===== src/rtl/gpsi_pkg.sv =====
package gpsi_pkg;

   // field widths of the request and response beats
   localparam int CMD_W      = 1;
   localparam int ROW_W      = 10;
   localparam int WIDX_W     = 4;
   localparam int DATA_W     = 64;
   localparam int NODE_W     = 10;
   localparam int COUNT_W    = 11;
   localparam int VALUE_W    = 40;

   // control registers
   localparam int SEL_W      = 4;
   localparam int NCNT_W     = 11;
   localparam int CSR_IDX_W  = 1;
   localparam int CSR_DATA_W = 11;

   // default geometry
   localparam int MAX_NODES_DEF = 1024;
   localparam int WORD_BITS_DEF = 64;

   // divide / root datapath
   localparam int FRAC_W = 16;
   localparam int NUM_W  = 56;
   localparam int DEN_W  = 22;
   localparam int ROOT_W = NUM_W / 2;

   localparam logic [CMD_W-1:0] CMD_WRITE = 1'b0;
   localparam logic [CMD_W-1:0] CMD_QUERY = 1'b1;

   localparam logic [CSR_IDX_W-1:0] CSR_INDEX_SELECT = 1'b0;
   localparam logic [CSR_IDX_W-1:0] CSR_NODE_COUNT   = 1'b1;

   localparam logic [SEL_W-1:0] IDX_COMMON        = 4'd0;
   localparam logic [SEL_W-1:0] IDX_JACCARD       = 4'd1;
   localparam logic [SEL_W-1:0] IDX_NORM_JACCARD  = 4'd2;
   localparam logic [SEL_W-1:0] IDX_COSINE        = 4'd3;
   localparam logic [SEL_W-1:0] IDX_HUB_PROMOTED  = 4'd4;
   localparam logic [SEL_W-1:0] IDX_HUB_DEPRESSED = 4'd5;
   localparam logic [SEL_W-1:0] IDX_LHN           = 4'd6;
   localparam logic [SEL_W-1:0] IDX_PREF_ATTACH   = 4'd7;
   localparam logic [SEL_W-1:0] IDX_SORENSEN      = 4'd8;
   localparam logic [SEL_W-1:0] IDX_SALTON        = 4'd9;
   localparam logic [SEL_W-1:0] IDX_AVG_DEGREE    = 4'd10;

   localparam logic [SEL_W-1:0]  SEL_RESET  = IDX_JACCARD;
   localparam logic [NCNT_W-1:0] NCNT_RESET = 11'd1024;

   typedef struct packed {
      logic start;
      logic root_mode;
   } arith_cmd_type;

endpackage


===== src/rtl/gpsi_arith.sv =====
module gpsi_arith (
   input  logic                          clock,
   input  logic                          reset,
   input  gpsi_pkg::arith_cmd_type       cmd,
   input  logic [gpsi_pkg::NUM_W-1:0]    num,
   input  logic [gpsi_pkg::DEN_W-1:0]    den,
   output logic                          done,
   output logic [gpsi_pkg::NUM_W-1:0]    result
);
   import gpsi_pkg::*;

   localparam int REM_W = ROOT_W + 4;
   localparam int CNT_W = $clog2(NUM_W);

   logic               busy_ff, busy_in;
   logic               done_ff, done_in;
   logic               mode_ff, mode_in;
   logic [CNT_W-1:0]   cnt_ff, cnt_in;
   logic [NUM_W-1:0]   acc_ff, acc_in;
   logic [REM_W-1:0]   rem_ff, rem_in;
   logic [ROOT_W-1:0]  root_ff, root_in;
   logic [DEN_W-1:0]   den_ff, den_in;

   logic [REM_W-1:0]   trial_a;
   logic [REM_W-1:0]   trial_b;
   logic [REM_W:0]     diff;
   logic               fit;

   // one restoring step: a quotient bit or a root bit
   always_comb begin
      if (mode_ff) begin
         trial_a = {rem_ff[REM_W-3:0], acc_ff[NUM_W-1 -: 2]};
         trial_b = REM_W'({root_ff, 2'b01});
      end else begin
         trial_a = {rem_ff[REM_W-2:0], acc_ff[NUM_W-1]};
         trial_b = REM_W'(den_ff);
      end
      diff = {1'b0, trial_a} - {1'b0, trial_b};
      fit  = ~diff[REM_W];
   end

   always_comb begin
      busy_in = busy_ff;
      done_in = 1'b0;
      mode_in = mode_ff;
      cnt_in  = cnt_ff;
      acc_in  = acc_ff;
      rem_in  = rem_ff;
      root_in = root_ff;
      den_in  = den_ff;
      if (cmd.start) begin
         busy_in = 1'b1;
         mode_in = cmd.root_mode;
         cnt_in  = cmd.root_mode ? CNT_W'(ROOT_W - 1) : CNT_W'(NUM_W - 1);
         acc_in  = num;
         rem_in  = '0;
         root_in = '0;
         den_in  = den;
      end else if (busy_ff) begin
         rem_in = fit ? diff[REM_W-1:0] : trial_a;
         if (mode_ff) begin
            acc_in  = {acc_ff[NUM_W-3:0], 2'b00};
            root_in = {root_ff[ROOT_W-2:0], fit};
         end else begin
            acc_in = {acc_ff[NUM_W-2:0], fit};
         end
         cnt_in = cnt_ff - CNT_W'(1);
         if (cnt_ff == '0) begin
            busy_in = 1'b0;
            done_in = 1'b1;
         end
      end
   end

   always_ff @(posedge clock) begin
      if (reset) begin
         busy_ff <= 1'b0;
         done_ff <= 1'b0;
      end else begin
         busy_ff <= busy_in;
         done_ff <= done_in;
      end
      mode_ff <= mode_in;
      cnt_ff  <= cnt_in;
      acc_ff  <= acc_in;
      rem_ff  <= rem_in;
      root_ff <= root_in;
      den_ff  <= den_in;
   end

   assign done   = done_ff;
   assign result = mode_ff ? NUM_W'(root_ff) : acc_ff;
endmodule


===== config.mk =====
export PLATFORM = sky130hd
export DESIGN_NAME = gpsi_arith
export DESIGN_NICKNAME = d
export VERILOG_FILES = /design/src/rtl/gpsi_pkg.sv /design/src/rtl/gpsi_arith.sv
export SDC_FILE = /design/constraint.sdc
export NUM_CORES = 1
export LEC_CHECK = 0
export BUFFER_PORTS_ARGS = -buffer_cell sky130_fd_sc_hd__buf_2
export CORE_MARGIN = 4
export CORE_UTILIZATION = 58
export CTS_CLUSTER_DIAMETER = 80
export DETAILED_ROUTE_END_ITERATION = 12
export GPL_TIMING_DRIVEN = 0
export HOLD_SLACK_MARGIN = 0.02
export MAX_ROUTING_LAYER = met4
export PLACE_DENSITY_LB_ADDON = 0.05
export SLEW_MARGIN = 5
export SYNTH_ARGS = -nofsm -noshare
export SYNTH_HDL_FRONTEND = slang
export SYNTH_SLANG_ARGS = --single-unit

===== constraint.sdc =====
create_clock -name clock -period 4.5 [get_ports clock]
set_clock_uncertainty 0.05 [all_clocks]
set_input_delay 0.225 -clock clock [delete_from_list [all_inputs] [get_ports clock]]
set_output_delay 0.225 -clock clock [all_outputs]
set_load 0.02 [all_outputs]

==> metrics.md, run 1 <==
| Metric | Value |
|---|---|
| Full die area | `17,290 sq um` |
| Crit end category | `flop` |
| CP delay by family, top | `buffers and inverters` |
| Pre-CTS setup slack | `-1150 ps` |
| Worst path cell trace | `clkbuf_1 > buf_6 > clkbuf_2 > mux2i_1 > ha_1 > clkbuf_1 > nand2_1 > o21ai_1 > nand3_1 > a31o_2 > o211ai_1 > nor2_2 > clkbuf_4 > buf_4 > o31ai_1` |
| Worst-skew pair later-pin latency | `420 ps` |
| Netlist cell types | `66` |
| Core Region | `14,750 sq um` |
| Synthesis-stage register bit count | `146` |
| Ys async rst share | `0%` |
| Die height | `131.5 um` |
| Design Power | `5796 uW` |
| WP data required | `4680 ps` |
| GRT Total Usage | `29.63%` |
| Initial Util | `59.96%` |
| Relative max-transition margin | `50.58%` |
| Sequential cell area fraction in the yosys report | `42.65%` |
| Fin. Hold Viols | `0` |
| Critical path type | `reg -> reg` |
| Mean cell area of the mapped netlist | `9.102 sq um` |
| Max incr delay on CP | `390 ps` |
| Total clock sinks | `146` |
| Syn_nets | `1,086` |
| XOR/XNOR Fraction of Synth Area | `1.782%` |
| Ys flop type | `edfxtp_1` |
| Vias in the first global route | `7,731` |
| CTS max path bufs | `2` |
| LEAKAGE | `0.004468 uW` |
| Pwr dens | `544.4 nW/um^2` |
| Top-count cell post-synth | `nand2_1` |
| Row Count | `44` |
| Ys Warns | `0` |
| IO Pins | `139` |
| TritonCTS Buffers | `17` |
| Area share of the largest cell type after synthesis | `28.85%` |
| Area share of fa/ha/maj cells after synthesis | `4.610%` |
| MaxCap Viol Count | `0` |
| Worst Slack Setup Final | `351.2 ps` |
| Mapped Cells | `972` |
| Slew @ Worst Pin | `741.3 ps` |
| Initial antenna violation count | `1` |
| Worst Hold Class | `in -> reg` |
| Post-Route WL | `25,360 um` |
| Synth top area cells | `edfxtp_1, dfxtp_1, nand2_1` |
| DRT Pass-1 Iters | `5` |
| Width of the chip | `131.5 um` |
| Number of DRC markers in iteration 0 | `665` |
| Worst VDD drop | `0.5459 mV` |
| DP HPWL | `18,490 um` |
| PortBufs | `138` |
| Largest net degree at the start of global routing | `35` |
| Drt via density | `5.931` |
| Post-DRT Antenna Nets | `0` |
| Peak fanout along the critical path | `19` |
| Synth area leader | `edfxtp_1` |
| # fillers | `1,179` |
| Clock slew at reported path FFs | `60 ps` |
| Status | `finished, final reports clean` |
| H-tree depth | `4` |
| Via count | `8,013` |
| Final Slew Violations | `0` |
| DR DRC count | `0` |
| Post-synth EDFFs | `85` |
| Final net count | `1,267` |
| Wire per inst | `18.77 um` |
| Slowest CP cell | `o211ai_1` |
| Top cells by count, synth | `nand2_1, a21oi_1, edfxtp_1, o21ai_0, dfxtp_1` |
| CP bufs+invs | `6` |
| Mapped Area | `8847 sq um` |
| Grt total ovfl | `0` |
| RSZ-0062 raised after global routing | `false` |
| Synth Area in Simple Gates | `16.19%` |
| Cell mode on critical path | `clkbuf_1` |
| Critical path startpoint category | `flop` |
| Share of cells above drive strength 1 | `21.53%` |
| Mux share of post-synthesis cell area | `11.92%` |
| Period utilisation layout | `92.20%` |
| Largest family of logic cells by synthesized area | `compound AO/OA/AOI/OAI gates` |
| Final Setup Violations | `0` |
| Fin crit period | `4149 ps` |
| First-pass GRT wire length | `40,410 um` |
| GP Congestion | `0.9158` |
| Clk root buf | `clkbuf_16` |
| CTS tree | `yes` |
| Compound-cell area share of the yosys netlist | `19.05%` |
| Max Freq | `241.0 MHz` |
| Arrival @ worst endpoint | `4330 ps` |
| Layout area overhead | `20.35%` |
==> final cells by class <==
cell class	count	area, sq um	area share [%]
Buffer	62	275.3	2.585
Multi-Input combinational cell	740	4755	44.65
Antenna cell	1	2.502	0.02350
Clock inverter	7	45.04	0.4230
Sequential cell	146	3774	35.44
Inverter	23	86.33	0.8108
Tap cell	184	230.2	2.162
Clock buffer	25	529.3	4.971
Timing Repair Buffer	163	950.9	8.931
==> per-layer routing <==
layer / share of wire (%) / wire [um] / GRT usage [%] / up-vias
met2: 48 / 12170 / 47.77 / 288
li1: - / - / - / 3875
met3: 6.0 / 1518 / 5.275 / 47
met1: 43 / 10960 / 38.09 / 3803
met4: 2.8 / 717 / 9.802 / 0
met5: 0 / 0 / - / -
==> where the power goes <==
group | switching (uW) | total [uW] | internal (uW) | leakage, uW
sequential | 113 | 1720 | 1610 | 0.00136
clock | 551 | 1370 | 817 | 0.000282
combinational | 1640 | 2710 | 1070 | 0.00283
==> through the flow <==
| step | util [%] | TNS, ps | hold WS (ps) | std cells | instance area, sq um |
|---|---|---|---|---|---|
| 2_1_floorplan | - | 0 | 247.4 | 972 | 8847 |
| 3_3_place_gp | 66.21 | -31960 | 351.2 | 1294 | 9768 |
| 3_5_place_dp | 66.34 | -31600 | 353.1 | 1295 | 9788 |
| 4_1_cts | 71.99 | 0 | 24.96 | 1350 | 10620 |
| 5_1_grt | 72.17 | 0 | 27.83 | 1351 | 10650 |
| 6_report | 72.17 | 0 | 28.31 | 1351 | 10650 |
==> final timing paths <==
kind,start,to,slack [ps],depth (start not counted)
max,mode_ff,acc_ff[0],350,15
min,num[21],acc_ff[21],30,3
max reg2reg,mode_ff,acc_ff[0],350,15
min reg2reg,root_ff[27],root_ff[27],410,2
==> logic make-up (layout without fill, tap and decap cells) <==
| logic type | after synthesis | in the layout |
|---|---|---|
| flops | 146 | 146 |
| xor+xnor | 18 | 18 |
| other cells | 0 | 1 |
| buf+inv | 86 | 280 |
| compound gates | 272 | 272 |
| mux | 99 | 99 |
| simple gates | 319 | 319 |
| fa+ha+maj | 32 | 32 |
==> state kept, by name, summed over array words and instances (netlist names) <==
| signal | cells |
|---|---|
| acc_ff | 56 |
| busy_ff | 1 |
| cnt_ff | 6 |
| den_ff | 22 |
| done | 1 |
| mode_ff | 1 |
| rem_ff | 31 |
| root_ff | 28 |
==> worst register-to-register path, stage by stage (launching register included) <==
cell	delay (ps)
edfxtp_1	320
clkbuf_1	270
buf_6	290
clkbuf_2	280
mux2i_1	340
ha_1	170
clkbuf_1	250
nand2_1	80
o21ai_1	250
nand3_1	120
a31o_2	300
o211ai_1	390
nor2_2	120
clkbuf_4	230
buf_4	220
o31ai_1	270
==> cell usage in the layout, fill, tap and decap left out, types with 7 or more instances in the layout <==
master / n
clkbuf_1: 47
nand2b_1: 8
mux2i_1: 48
dlygate4sd3_1: 24
nand2_1: 184
nand3_1: 15
inv_1: 20
edfxtp_1: 85
buf_2: 141
a21o_1: 11
or3_1: 7
nor2_1: 43
a311oi_1: 18
o21ai_0: 81
xnor2_1: 12
ha_1: 31
o211ai_1: 8
a21oi_1: 88
mux2_2: 50
o21a_1: 13
nor2b_1: 30
clkbuf_16: 20
dfxtp_1: 61
==> what timing repair did <==
item / in CTS / in global routing
setup buffers: 0 / 0
endpoints found under the setup margin: 33 / 29
endpoints found under the hold margin: 25 / 0
pin swaps: 0 / 0
cloned: 0 / 0
gates resized for setup: 11 / 13
hold buffers: 24 / 0
(Power assumes the default switching activity.)
==> run 2: changes to the inputs <==
- PLACE_DENSITY: not set -> 0.9
- PLACE_DENSITY_LB_ADDON: 0.05 -> not set
==> run 2 against run 1 <==
Register-to-register slack worse by 160 ps. First-iteration DRC count is 73% higher. Global-route usage is 4.1 points higher. Clock-buffer cell count is 2 lower. Fmax is 3.8% lower. Largest cell class unchanged. Power is 1.6% higher.
==> metrics.md, run 2 (synthesis results as in run 1) <==
| Metric | Value |
|---|---|
| Crit path from | `mode_ff` |
| Most common cell after layout, fill and taps aside | `nand2_1` |
| Fin. Hold Viols | `0` |
| Number of DRC markers in iteration 0 | `1,152` |
| LEAKAGE | `0.004513 uW` |
| MaxCap Viol Count | `0` |
| Largest regs | `acc_ff (56), rem_ff (31), root_ff (28)` |
| Cell mode on critical path | `clkbuf_4` |
| Peak fanout along the critical path | `19` |
| Core Region | `14,750 sq um` |
| Worst VDD drop | `0.3329 mV` |
| Slowest CP cell | `mux2i_1` |
| Die height | `131.5 um` |
| Worst R2R Start | `mode_ff` |
| Placed cell area | `9788 sq um` |
| # fillers | `966` |
| Status | `finished, final reports clean` |
| Row Count | `44` |
| Fin crit period | `4312 ps` |
| Post-Route WL | `29,150 um` |
| Met3 Use GR | `6.384%` |
| Initial Util | `59.96%` |
| Post-DRT Antenna Nets | `0` |
| Hold depth | `3` |
| Register area | `3774 sq um` |
| Worst Hold Class | `in -> reg` |
| Final net count | `1,280` |
| Met1 Resource Use GR | `40.38%` |
| Clock slew at reported path FFs | `60 ps` |
| Initial antenna violation count | `0` |
| Area occupied by multi-input gates | `4751 sq um` |
| Width of the chip | `131.5 um` |
| Final Setup Violations | `0` |
| DP HPWL | `18,860 um` |
| Grt peak-use layer | `met2` |
| Flop-to-flop setup slack | `190 ps` |
| H-tree depth | `4` |
| Arrival @ worst endpoint | `4600 ps` |
| PortBufs | `138` |
| DRT Pass-1 Iters | `6` |
| TritonCTS Buffers | `17` |
| Worst path cell trace | `clkbuf_1 > buf_6 > buf_2 > mux2i_1 > ha_1 > a21oi_1 > o21bai_1 > o21a_1 > a31oi_2 > a21oi_4 > nor2_2 > clkbuf_4 > clkbuf_4 > nand2_1 > a311oi_1` |
| First-pass GRT wire length | `45,620 um` |
| Max incr delay on CP | `390 ps` |
| Via count | `8,774` |
| Wire per inst | `21.37 um` |
| Full die area | `17,290 sq um` |
| Critical path startpoint category | `flop` |
| Reg2reg end | `rem_ff[17]` |
| WP data required | `4790 ps` |
| RSZ-0062 raised after global routing | `false` |
| Worst Setup EP | `rem_ff[17]` |
| GRT Total Usage | `33.73%` |
| Final Non-Filler Cells | `1,364` |
| Total clock sinks | `146` |
| Largest Register | `acc_ff` |
| Crit end category | `flop` |
| Layout area overhead | `21.64%` |
| Vias in the first global route | `8,551` |
| GP Congestion | `0.9673` |
| IO Pins | `139` |
| CTS tree | `yes` |
| Commonest non-fill, non-tap cells in the layout | `nand2_1, buf_2, a21oi_1, edfxtp_1, o21ai_0` |
| Largest register FFs | `56` |
| Largest net degree at the start of global routing | `44` |
| Clk root buf | `clkbuf_16` |
| Worst-skew pair later-pin latency | `440 ps` |
| Relative max-transition margin | `45.62%` |
| Critical path type | `reg -> reg` |
| CTS max path bufs | `2` |
| Worst-case reg-to-reg path depth | `15` |
| Drt via density | `6.433` |
| Final Cell Area | `10,760 sq um` |
| Share of cells above drive strength 1 | `21.12%` |
| Slew @ Worst Pin | `795.1 ps` |
| Period utilisation layout | `95.82%` |
| Setup repair bufs after CTS | `0` |
| Inst Count DP | `1,295` |
| DR DRC count | `0` |
| Max Freq | `231.9 MHz` |
| Pwr dens | `547.1 nW/um^2` |
| Grt total ovfl | `0` |
| GR Util met2 | `55.70%` |
| Final Slew Violations | `0` |
-- run 2: layout make-up --
class	count	area share (%)
Multi-Input combinational cell	740	44.15
Clock inverter	9	1.012
Tap cell	184	2.139
Antenna cell	1	0.02325
Buffer	62	2.511
Timing Repair Buffer	176	10.05
Inverter	23	0.8022
Sequential cell	146	35.07
Clock buffer	23	4.255
-- run 2: timing repair --
item	in CTS	in global routing
setup endpoints to repair	33	24
pin swaps	0	0
hold buffers	37	0
endpoints found under the hold margin	38	0
gates resized for setup	9	13
-- run 2: routing by layer --
layer  wire length, um  up-vias
met5                 0        -
met2             14300      635
li1                  -     3900
met4              1240        0
met3              2838      124
met1             10770     4115
-- run 2: where the power goes --
part	switching (uW)	total, uW	internal (uW)
sequential	120	1730	1610
clock	579	1410	830
combinational	1680	2750	1080
total	2370	5890	3510
-- run 2: worst max-delay path: cells and delay by family, from the launching register on --
family | cells | cell delay [ps]
fa+ha+maj | 1 | 370
compound gates | 6 | 1360
mux | 1 | 390
flops | 1 | 320
simple gates | 2 | 280
buf+inv | 5 | 1430
-- run 2: worst min path at each step --
stage / start / end / slack, ps
floorplan: reset / busy_ff / 250
CTS: num[31] / acc_ff[31] / 20
global placement: den[3] / den_ff[3] / 350
finish: num[39] / acc_ff[39] / 20
detailed placement: den[6] / den_ff[6] / 350
global route: num[37] / acc_ff[37] / 40
-- run 2: through the flow --
step | hold slack [ps] | worst slack (ps) | TNS, ps | util, % | total power, uW
global route | 41.91 | 21.94 | 0 | 72.92 | 6192
global placement | 352.3 | -870.2 | -23750 | 66.21 | 4293
CTS | 20.49 | 56.24 | 0 | 72.80 | 5750
finish | 22.33 | 188.3 | 0 | 72.94 | 5888
detailed placement | 353.5 | -957.5 | -26100 | 66.34 | 4337
floorplan | 247.4 | 530.2 | 0 | - | 3658
